`src/rtl/osc_pkg.sv`:
```
// ----------------------------------------------------------------------------
// osc_pkg
// Types and constants shared by the stream compaction block.
// ----------------------------------------------------------------------------
`timescale 1ns / 1ps
`default_nettype none

package osc_pkg;

  localparam int          VALUE_W       = 32;
  localparam int          COUNT_W       = 7;
  localparam int          CFG_ADDR_W    = 2;
  localparam int          CFG_DATA_W    = 32;
  localparam int          RESULT_CAP    = 64;
  localparam logic [COUNT_W-1:0] OUT_COUNT_RST = 7'd64;

  typedef struct packed {
    logic [VALUE_W-1:0] item_value;
    logic               drop_tag;
    logic               last_item;
  } in_item_t;

  typedef struct packed {
    logic [VALUE_W-1:0] out_value;
    logic               out_last;
  } out_item_t;

  typedef struct packed {
    logic                  psel;
    logic                  penable;
    logic                  pwrite;
    logic [CFG_ADDR_W-1:0] paddr;
    logic [CFG_DATA_W-1:0] pwdata;
  } apb_req_t;

endpackage

`default_nettype wire

```
`src/rtl/osc_ram.sv`:
```
// ----------------------------------------------------------------------------
// osc_ram
// Element store: one write port, one read port, registered read data.
// ----------------------------------------------------------------------------
`timescale 1ns / 1ps
`default_nettype none

module osc_ram #(
  parameter int DEPTH = 64,
  parameter int DW    = 39
) (
  input  wire                      clk,
  input  wire                      we,
  input  wire  [$clog2(DEPTH)-1:0] waddr,
  input  wire  [DW-1:0]            wdata,
  input  wire                      re,
  input  wire  [$clog2(DEPTH)-1:0] raddr,
  output logic [DW-1:0]            rdata
);

  logic [DW-1:0] mem [DEPTH];

  always_ff @(posedge clk) begin
    if (we) begin
      mem[waddr] <= wdata;
    end
  end

  always_ff @(posedge clk) begin
    if (re) begin
      rdata <= mem[raddr];
    end
  end

endmodule

`default_nettype wire

```
`src/rtl/osc_regs.sv`:
```
// ----------------------------------------------------------------------------
// osc_regs
// Configuration register file: holds out_count.
// ----------------------------------------------------------------------------
`timescale 1ns / 1ps
`default_nettype none

module osc_regs (
  input  wire                              clk,
  input  wire                              rst_n,
  input  osc_pkg::apb_req_t                apb,
  output logic [osc_pkg::CFG_DATA_W-1:0]   prdata,
  output logic [osc_pkg::COUNT_W-1:0]      out_count
);
  import osc_pkg::*;

  logic [COUNT_W-1:0] out_count_r;
  logic [COUNT_W-1:0] out_count_nxt;

  always_comb begin
    out_count_nxt = out_count_r;
    if (apb.psel && apb.penable && apb.pwrite) begin
      out_count_nxt = apb.pwdata[COUNT_W-1:0];
    end
  end

  always_ff @(posedge clk) begin
    if (!rst_n) begin
      out_count_r <= OUT_COUNT_RST;
    end else begin
      out_count_r <= out_count_nxt;
    end
  end

  assign out_count = out_count_r;
  assign prdata    = CFG_DATA_W'(out_count_r);

endmodule

`default_nettype wire

```
`src/rtl/oblivious_stream_compaction.sv`:
```
// ----------------------------------------------------------------------------
// oblivious_stream_compaction
// Loads a run of tagged items, closes the gaps of dropped items with a
// log shifter run in place over one element store, then emits the front.
// ----------------------------------------------------------------------------
//  channel  direction  payload      handshake
//  in_      input      in_item_t    in_valid / in_stall
//  out_     output     out_item_t   out_valid / out_stall
//  cfg      input      APB write    psel & penable & pwrite (pready high)
//
// After the last item, shifter level i moves elements by 2^i, for
// floor(log2 n) levels, one element per cycle through the store's single
// read and write port. Emit reads each value, then loads the output
// register while out_stall allows. in_stall is high from the last item
// until the final value is loaded (the shifter ends, if limit is zero).
// Reset clears state, counters, out_valid; the store needs no clearing.
// ----------------------------------------------------------------------------
`timescale 1ns / 1ps
`default_nettype none

module oblivious_stream_compaction #(
  parameter int MAX_ITEMS = 64
) (
  input  wire                              clk,
  input  wire                              rst_n,
  input  wire                              in_valid,
  output logic                             in_stall,
  input  osc_pkg::in_item_t                in_data,
  output logic                             out_valid,
  input  wire                              out_stall,
  output osc_pkg::out_item_t               out_data,
  input  wire                              psel,
  input  wire                              penable,
  input  wire                              pwrite,
  input  wire  [osc_pkg::CFG_ADDR_W-1:0]   paddr,
  input  wire  [osc_pkg::CFG_DATA_W-1:0]   pwdata,
  output logic [osc_pkg::CFG_DATA_W-1:0]   prdata,
  output logic                             pready
);
  import osc_pkg::*;

  localparam int AW        = $clog2(MAX_ITEMS);
  localparam int CW        = $clog2(MAX_ITEMS + 1);
  localparam int DW        = VALUE_W + CW;
  localparam int KW        = (CW > COUNT_W) ? CW : COUNT_W;
  localparam int LIMIT_CAP = (MAX_ITEMS < RESULT_CAP) ? MAX_ITEMS : RESULT_CAP;

  typedef enum logic [3:0] {
    ST_LOAD = 4'b0001,
    ST_NET  = 4'b0010,
    ST_RD   = 4'b0100,
    ST_LD   = 4'b1000
  } state_t;

  apb_req_t           apb;
  logic [COUNT_W-1:0] out_count;
  logic [COUNT_W-1:0] limit;

  state_t        state_r, state_nxt;
  logic [CW-1:0] run_len_r, run_len_nxt;
  logic [CW-1:0] tag_total_r, tag_total_nxt;
  logic [CW-1:0] n_r, n_nxt;
  logic [CW-1:0] j_r, j_nxt;
  logic [CW-1:0] jump_r, jump_nxt;
  logic          p_r, p_nxt;
  logic [AW-1:0] pj_r, pj_nxt;
  logic [COUNT_W-1:0] k_r, k_nxt;
  logic          out_valid_r, out_valid_nxt;
  out_item_t     out_data_r, out_data_nxt;

  logic          we, re;
  logic [AW-1:0] waddr, raddr;
  logic [DW-1:0] wdata, rdata;

  logic          accept, store_it;
  logic [CW-1:0] tag_sum, src;
  logic          k_in_run;
  logic          out_free;

  assign apb = '{psel: psel, penable: penable, pwrite: pwrite, paddr: paddr, pwdata: pwdata};
  assign pready = 1'b1;

  osc_regs u_regs (
    .clk       (clk),
    .rst_n     (rst_n),
    .apb       (apb),
    .prdata    (prdata),
    .out_count (out_count)
  );

  osc_ram #(
    .DEPTH (MAX_ITEMS),
    .DW    (DW)
  ) u_ram (
    .clk   (clk),
    .we    (we),
    .waddr (waddr),
    .wdata (wdata),
    .re    (re),
    .raddr (raddr),
    .rdata (rdata)
  );

  assign limit    = (out_count > COUNT_W'(LIMIT_CAP)) ? COUNT_W'(LIMIT_CAP) : out_count;
  assign in_stall = (state_r != ST_LOAD);
  assign accept   = in_valid && !in_stall;
  assign store_it = run_len_r < CW'(MAX_ITEMS);
  assign tag_sum  = tag_total_r + CW'(in_data.drop_tag);
  assign src      = j_r + jump_r;
  assign k_in_run = KW'(k_r) < KW'(n_r);
  assign out_free = !out_valid_r || !out_stall;

  always_comb begin
    state_nxt     = state_r;
    run_len_nxt   = run_len_r;
    tag_total_nxt = tag_total_r;
    n_nxt         = n_r;
    j_nxt         = j_r;
    jump_nxt      = jump_r;
    p_nxt         = 1'b0;
    pj_nxt        = pj_r;
    k_nxt         = k_r;
    out_valid_nxt = out_valid_r && out_stall;
    out_data_nxt  = out_data_r;
    we            = 1'b0;
    waddr         = AW'(run_len_r);
    wdata         = {in_data.item_value, tag_sum};
    re            = 1'b0;
    raddr         = AW'(src);

    unique case (state_r)
      ST_LOAD: begin
        if (accept) begin
          we = store_it;
          if (store_it) begin
            run_len_nxt   = run_len_r + CW'(1);
            tag_total_nxt = tag_sum;
          end
          if (in_data.last_item) begin
            n_nxt         = store_it ? run_len_r + CW'(1) : run_len_r;
            run_len_nxt   = '0;
            tag_total_nxt = '0;
            j_nxt         = '0;
            jump_nxt      = CW'(1);
            k_nxt         = '0;
            if (n_nxt >= CW'(2)) begin
              state_nxt = ST_NET;
            end else if (limit != '0) begin
              state_nxt = ST_RD;
            end
          end
        end
      end
      ST_NET: begin
        // write back the element read last cycle if its move bit is set
        waddr = pj_r;
        wdata = rdata;
        we    = p_r && ((rdata[CW-1:0] & jump_r) != '0);
        if (src < n_r) begin
          re     = 1'b1;
          p_nxt  = 1'b1;
          pj_nxt = AW'(j_r);
          j_nxt  = j_r + CW'(1);
        end else begin
          j_nxt    = '0;
          jump_nxt = jump_r << 1;
          if ({jump_r, 2'b00} > (CW+2)'(n_r)) begin
            state_nxt = (limit != '0) ? ST_RD : ST_LOAD;
          end
        end
      end
      ST_RD: begin
        raddr     = AW'(k_r);
        re        = k_in_run;
        state_nxt = ST_LD;
      end
      ST_LD: begin
        if (out_free) begin
          out_valid_nxt          = 1'b1;
          out_data_nxt.out_value = k_in_run ? rdata[DW-1:CW] : '0;
          out_data_nxt.out_last  = (k_r + COUNT_W'(1)) == limit;
          k_nxt                  = k_r + COUNT_W'(1);
          state_nxt              = out_data_nxt.out_last ? ST_LOAD : ST_RD;
        end
      end
      default: begin
        state_nxt = ST_LOAD;
      end
    endcase
  end

  always_ff @(posedge clk) begin
    if (!rst_n) begin
      state_r     <= ST_LOAD;
      run_len_r   <= '0;
      tag_total_r <= '0;
      p_r         <= 1'b0;
      out_valid_r <= 1'b0;
    end else begin
      state_r     <= state_nxt;
      run_len_r   <= run_len_nxt;
      tag_total_r <= tag_total_nxt;
      p_r         <= p_nxt;
      out_valid_r <= out_valid_nxt;
    end
  end

  always_ff @(posedge clk) begin
    n_r        <= n_nxt;
    j_r        <= j_nxt;
    jump_r     <= jump_nxt;
    pj_r       <= pj_nxt;
    k_r        <= k_nxt;
    out_data_r <= out_data_nxt;
  end

  assign out_valid = out_valid_r;
  assign out_data  = out_data_r;

endmodule

`default_nettype wire

```
`config.mk`:
```
export PLATFORM = sky130hd
export DESIGN_NAME = oblivious_stream_compaction
export DESIGN_NICKNAME = d
export VERILOG_FILES = /design/src/rtl/osc_pkg.sv /design/src/rtl/osc_ram.sv /design/src/rtl/osc_regs.sv /design/src/rtl/oblivious_stream_compaction.sv
export SDC_FILE = /design/constraint.sdc
export NUM_CORES = 2
export LEC_CHECK = 0
export BUFFER_PORTS_ARGS = -buffer_cell sky130_fd_sc_hd__clkbuf_2
export CORE_AREA = 2 2 590 592
export DETAILED_ROUTE_END_ITERATION = 12
export DIE_AREA = 0 0 592 594
export GPL_TIMING_DRIVEN = 0
export PLACE_DENSITY = 0.51
export SLEW_MARGIN = 5
export SYNTH_ARGS = -nofsm -noshare
export SYNTH_HDL_FRONTEND = slang
export SYNTH_SLANG_ARGS = --single-unit
```
`constraint.sdc`:
```
create_clock -name clk -period 5.5 [get_ports clk]
set_clock_uncertainty 0.1 [all_clocks]
set_input_delay 0.275 -clock clk [delete_from_list [all_inputs] [get_ports clk]]
set_output_delay 0.275 -clock clk [all_outputs]
set_load 0.005 [all_outputs]
```
# Word level (Yosys, flattened, before mapping)
# Memories as Yosys holds them, arrays and structs flattened. A register that Yosys moved wholly into a read port is not among the register bits.
# Cells that the tools add are included.
# word_totals
n_memories	1
latch_bits	0
word_cells	98
mem_bits_ro	0
ff_bits	94
ram_bits	2496
out_inout_bits	68
# memory_table
name	words	word_bits	read_ports	rd_ports_with_merged_regs	write_ports	line	text
u_ram.mem	64	39	1	1	1	osc_ram.sv:21	logic [DW-1:0] mem [DEPTH];
# op_classes
shift	0
mux	36
n_lt_le_gt_ge	6
mul	0
div_mod_pow	0
n_addsub	5
n_eq_ne	12
n_bitwise	1
reduce_logical	24
# ops
op	n
7-bit 2-to-1 mux	12
7-bit one-hot mux with 2 select lines	3
39-bit 2-to-1 mux	1
4-bit 2-to-1 mux	7
7-bit by 1-bit adder with 7-bit output, second input constant	3
4-bit one-hot mux with 4 select lines	1
7-bit less-than comparator	2
7-bit nonzero test	2
6-bit 2-to-1 mux	2
2-bit inequality test, second input constant	5
9-bit by 7-bit greater-than comparator with 1-bit output	1
3-bit AND reduction	3
2-bit AND reduction	4
4-bit AND reduction	2
7-bit by 1-bit adder with 7-bit output	1
7-bit adder	1
7-bit bitwise AND	1
7-bit == test	1
7-bit by 2-bit greater-or-equal comparator with 1-bit output, second input constant	1
7-bit greater-than comparator, second input constant	1
7-bit less-than comparator, second input constant	1
1-bit 2-to-1 mux	6
3-bit 2-to-1 mux	2
6-bit AND reduction	1
11 further kinds	20

# Longest topological paths before layout
# logic_depth
ltp_word	8
depth_mapped	13
depth_no_buf	13

# Cells and area by module
# Synthesis repeated with hierarchy kept, for this count alone.
# hier_totals
hier_cells	4689
hier_area_um2	101538.6
# modules_own_cells
module	area_per_inst_um2	seq_area_each_um2	instances	cells_each
osc_ram	95743.1	76123.0	1	4059
oblivious_stream_compaction	5266.3	2412.3	1	566
osc_regs	529.3	140.1	1	64

# Least setup slack after synthesis
# No wires, ideal clock.
# synth_path
kind	reg2reg
start	register state_r[1]
end	memory u_ram.mem[0][6], data pin
setup_ns	0.702
t_arrival_ns	3.826
synth_period_minus_slack_ns	4.628
required_time_ns	4.698
path_stages_with_launch	7
path_slack_ns	0.872
cell_sequence	dfxtp_1 -> nor2b_1 -> and2_1 -> clkbuf_1 -> clkbuf_1 -> clkbuf_1 -> o21ai_0
# synth_via
elab_chain_cells	2
# synth_rtl
item	line	text
start, declared	oblivious_stream_compaction.sv:59	state_t state_r, state_nxt;
start signal, assigned	oblivious_stream_compaction.sv:200	state_r <= state_nxt;
4-bit by 2-bit == test with 1-bit output	oblivious_stream_compaction.sv:131	unique case (state_r)
39-bit 2-to-1 mux	oblivious_stream_compaction.sv:131	
named net u_ram.wdata[6]	osc_ram.sv:15	input wire [DW-1:0] wdata,
end, declared	osc_ram.sv:21	
# The timed path passes the listed nets, and every way through them passes these cells.

# Final worst setup path
# layout_path
start	register j_r[0]
end	register u_ram.rdata[1] (read register of u_ram.mem), data pin
# layout_via
elab_chain_cells	4
elab_cells_between_ends	5
cone_classes	1 x add/sub; 1 x order compare; 3 x mux
# layout_rtl
item	line	text
start, declared	oblivious_stream_compaction.sv:63	logic [CW-1:0] j_r, j_nxt;
start signal, assigned	oblivious_stream_compaction.sv:210	j_r <= j_nxt;
7-bit adder (*)	oblivious_stream_compaction.sv:109	assign src = j_r + jump_r;
7-bit less-than comparator	oblivious_stream_compaction.sv:159	if (src < n_r) begin
1-bit 2-to-1 mux	oblivious_stream_compaction.sv:159	
1-bit one-hot mux with 2 select lines	oblivious_stream_compaction.sv:131	
end, declared	osc_ram.sv:18	output logic [DW-1:0] rdata
# Mark *: on every way between the ends. The rest lies on a longest branch, timed or not.
# A chain may end at the register's enable or synchronous reset.

==> run_results.csv <==
group,metric,value,unit
power_and_ir_drop,comb_power_share,0.330,
timing,fin_ws,-0.07974,ns
status,violations,"max-capacitance violations, max-slew violations, negative setup slack",
floorplan,core,345100,um2
status,status,"finished, violations left",
timing,worst_pin_slew,1.511,ns
power_and_ir_drop,p_clk_frac,0.302,
worst_setup_path,path_common_cell,"clkbuf_1",
placement,hpwlAfterDp,265600,um
worst_setup_path,path_class,"register to register",
grt,grt_pass1_vias,65519,
worst_setup_path,cp-startpoint,"j_r[0]$_SDFFCE_PP0P_",
route,drc,0,
grt,grt_pass1_wl,518200,um
route,via_per_inst,5.158,
synth,synth_edf_count,2602,
worst_setup_path,critPathArrivalTime,6.25,ns
synth,synth_top_area_frac,0.7571,
clock_network,clkSlewWorstSetupHoldPaths,0.06,ns
timing,slew_headroom,-0.007528,
synth,synthCells,7976,
grt,antenna_found_initial,42,
route,vias,69111,
min_path,hp-class,"primary input to register",
clock_network,clk_path_buf_depth,4,
timing,hold_slack,0.01428,ns
placement,port_buffers,89,
worst_setup_path,critPathSlowestCell,"o22ai_2",
grt,grt-ovfl-total,0,
floorplan,ioPinCount,143,
timing,rsz0062_at_grt,"yes",
power_and_ir_drop,ir_drop,0.0003334,V
synth,async_flop_share,0,
worst_setup_path,cp_max_fo,18,
worst_setup_path,cp-endpoint,"u_ram.rdata[1]$_DFFE_PP_",
layout,finalNonFillerCells,13399,
clock_network,cts_tree,"yes",
route,avgRoutedWirePerCell,28.40,um
layout,fillerInstances,33026,
clock_network,clk_latency,0.93,ns
synth,synthMostInstantiatedCell,"nand2_1",
grt,grt_max_degree,57,
synth,ys_seq_area_frac,0.7623,
synth,ys_types,59,
placement,placed_cells,12822,
placement,dp_slack,-1.316,ns
route,drt-initial-drc-count,9398,
worst_setup_path,worstSetupStartpointType,"register",
power_and_ir_drop,seq_power_share,0.369,
power_and_ir_drop,power_density,501.6,nW/um2
floorplan,die_w,592,um
worst_setup_path,endpoint_kind,"register",
layout,area_delta_synth_final,19.56,%
worst_setup_path,r2r_cells,11,
worst_setup_path,r2r_slack,-0.08,ns
timing,hold_violations,0,
synth,netlist_area,103200,um2
floorplan,fp-row-count,216,
placement,gp_congestion,0.9694,
synth,synthFlopType,"edfxtp_1",
synth,synth.avg_cell_area,12.94,um2
power_and_ir_drop,leakage,41.76,nW
layout,layout-drive-gt1-share,0.1181,
grt,grt.total_usage,0.2104,
timing,fin_crit_sh,1.014,
synth,yosys_warnings,0,
floorplan,die-area,351600,um2
clock_network,clockRootBuffer,"clkbuf_16",
route,drtAntennaViolNets,0,
clock_network,h-tree-depth,5,
clock_network,cts-buffers-inserted,285,
timing,setup_viol,6,
timing,maxSlewViolCount,11,
job,drv_cap,1,
synth,synth-seq-cells,2629,
synth,yosys-top-cells-count,"nand2_1, edfxtp_1, nand3_1",
synth,netlist_top_cells_area,"edfxtp_1, nand2_1, nand3_1",
route,wl,380600,um
power_and_ir_drop,internal_power,37.37,mW
worst_setup_path,r2r_start,"j_r[0]$_SDFFCE_PP0P_",
layout,fin_nets,8681,
floorplan,die_y,594,um
worst_setup_path,crit_chain,"ha_1 -> fa_1 -> mux2_2 -> buf_2 -> clkbuf_1 -> clkbuf_1 -> nand2_1 -> nand3_1 -> nand4_1 -> o22ai_2 -> or4_1",
synth,synth_top_area_cell,"edfxtp_1",
worst_setup_path,crit_path_max_incr_delay,0.93,ns
floorplan,start_util,0.2990,
power_and_ir_drop,swShare,0.3962,
power_and_ir_drop,switchingPower,24.53,mW
worst_setup_path,rr_endpoint,"u_ram.rdata[1]$_DFFE_PP_",
clock_network,clock_sinks,2629,
layout,final_util,0.3575,
min_path,min-delay-start,"in_data[26]",
timing,fmax,179.2,MHz
timing,min_period,5.580,ns
route,firstDrtPassIters,6,
worst_setup_path,required,6.17,ns
==> kinds of logic after synthesis <==
family | share of synthesized area
AND/OR/NAND/NOR | 0.1911
adder cells (fa/ha/maj) | 0.003589
multiplexers | 0.001976
AO/OA/AOI/OAI | 0.01486
buffers and inverters | 0.02374
flip-flops | 0.7623
XOR/XNOR | 0.002376
other | 0.00007277
==> power by group through the flow <==
stage / logic [mW] / registers, mW / clock network, mW
detailed placement: 19.8 / 23.2 / 0
global route: 20.8 / 22.8 / 19.6
CTS: 19.9 / 22.8 / 18.8
floorplan: 8.93 / 23.2 / 0
finish: 20.4 / 22.8 / 18.7
global placement: 19.4 / 23.4 / 0
==> worst max-delay path, delay by kind of cell, from the launching register on <==
| family | cells | cell delay (ns) |
|---|---|---|
| buffers and inverters | 3 | 1.70 |
| AOI/OAI and AO/OA | 1 | 0.93 |
| and+or+nand+nor | 4 | 0.91 |
| adders and majority gates | 2 | 0.87 |
| DFF | 1 | 0.52 |
| muxes | 1 | 0.36 |
==> state kept, by name (all words and copies together) (netlist names) <==
register	flops
n_r	7
pj_r	6
j_r	7
jump_r	7
u_ram.rdata	39
run_len_r	7
out_data	33
u_ram.mem	2496
tag_total_r	7
k_r	7
u_regs.out_count	7
out_valid	1
state_r	4
p_r	1
==> timing repair <==
| action | in CTS | in global routing |
|---|---|---|
| hold endpoints to repair | 301 | 0 |
| hold buffers | 38 | 0 |
| gates resized for setup | 35 | 30 |
| buffers inserted | 0 | 7 |
| pin swaps | 0 | 4 |
| endpoints found under the setup margin | 264 | 87 |
==> stage by stage <==
step / TNS, ns / area, um2 / power, mW
2_1_floorplan: 0 / 103300 / 32.13
3_3_place_gp: - / 109500 / 42.81
3_5_place_dp: -50.03 / 113800 / 43.02
4_1_cts: 0 / 123200 / 61.60
5_1_grt: -0.1131 / 123400 / 63.21
6_report: -0.2052 / 123400 / 61.89
==> layer usage <==
metal	track usage	up-vias	wire, um
met2	0.3366	3333	176100
met3	0.04493	679	33070
met1	0.2629	34945	146700
li1	-	30146	-
met5	0.01013	-	242
met4	0.1190	8	24450
==> cell type report <==
| type | count | area [um2] | share of cell area |
|---|---|---|---|
| sequential | 2629 | 78680 | 0.6376 |
| clock inverter | 155 | 1519 | 0.01231 |
| tap | 4578 | 5728 | 0.04642 |
| clock buffer | 347 | 7396 | 0.05994 |
| timing repair buffer | 290 | 4382 | 0.03551 |
| antenna | 29 | 72.57 | 0.0005881 |
| inverter | 20 | 75.07 | 0.0006084 |
| buffer | 501 | 2411 | 0.01954 |
| multi-input combinational | 4850 | 23130 | 0.1875 |
==> how the worst min path moves through the flow <==
stage                                       endpoint  slack, ns  depth (start not counted)
finish                   u_ram.mem[28][31]$_DFFE_PP_       0.01                          3
global route             u_ram.mem[30][31]$_DFFE_PP_       0.04                          3
CTS                      u_ram.mem[55][17]$_DFFE_PP_      0.002                          3
detailed placement       tag_total_r[0]$_SDFFE_PN0P_       0.40                          2
global placement         tag_total_r[0]$_SDFFE_PN0P_       0.39                          2
floorplan           u_regs.out_count[6]$_SDFFE_PN1P_       0.24                          1
==> cells in the final DEF, fill, tap and decap left out, types with 66 or more instances in the layout <==
cell type / synthesis / final
buf_12: 0 / 101
buf_2: 167 / 169
clkbuf_1: 260 / 293
clkbuf_16: 0 / 286
clkbuf_2: 0 / 116
edfxtp_1: 2602 / 2602
nand2_1: 2660 / 2626
nand3_1: 1271 / 1271
nand4_1: 313 / 313
nor2_4: 2 / 66
o22ai_1: 158 / 138
(Power assumes the default switching activity.)
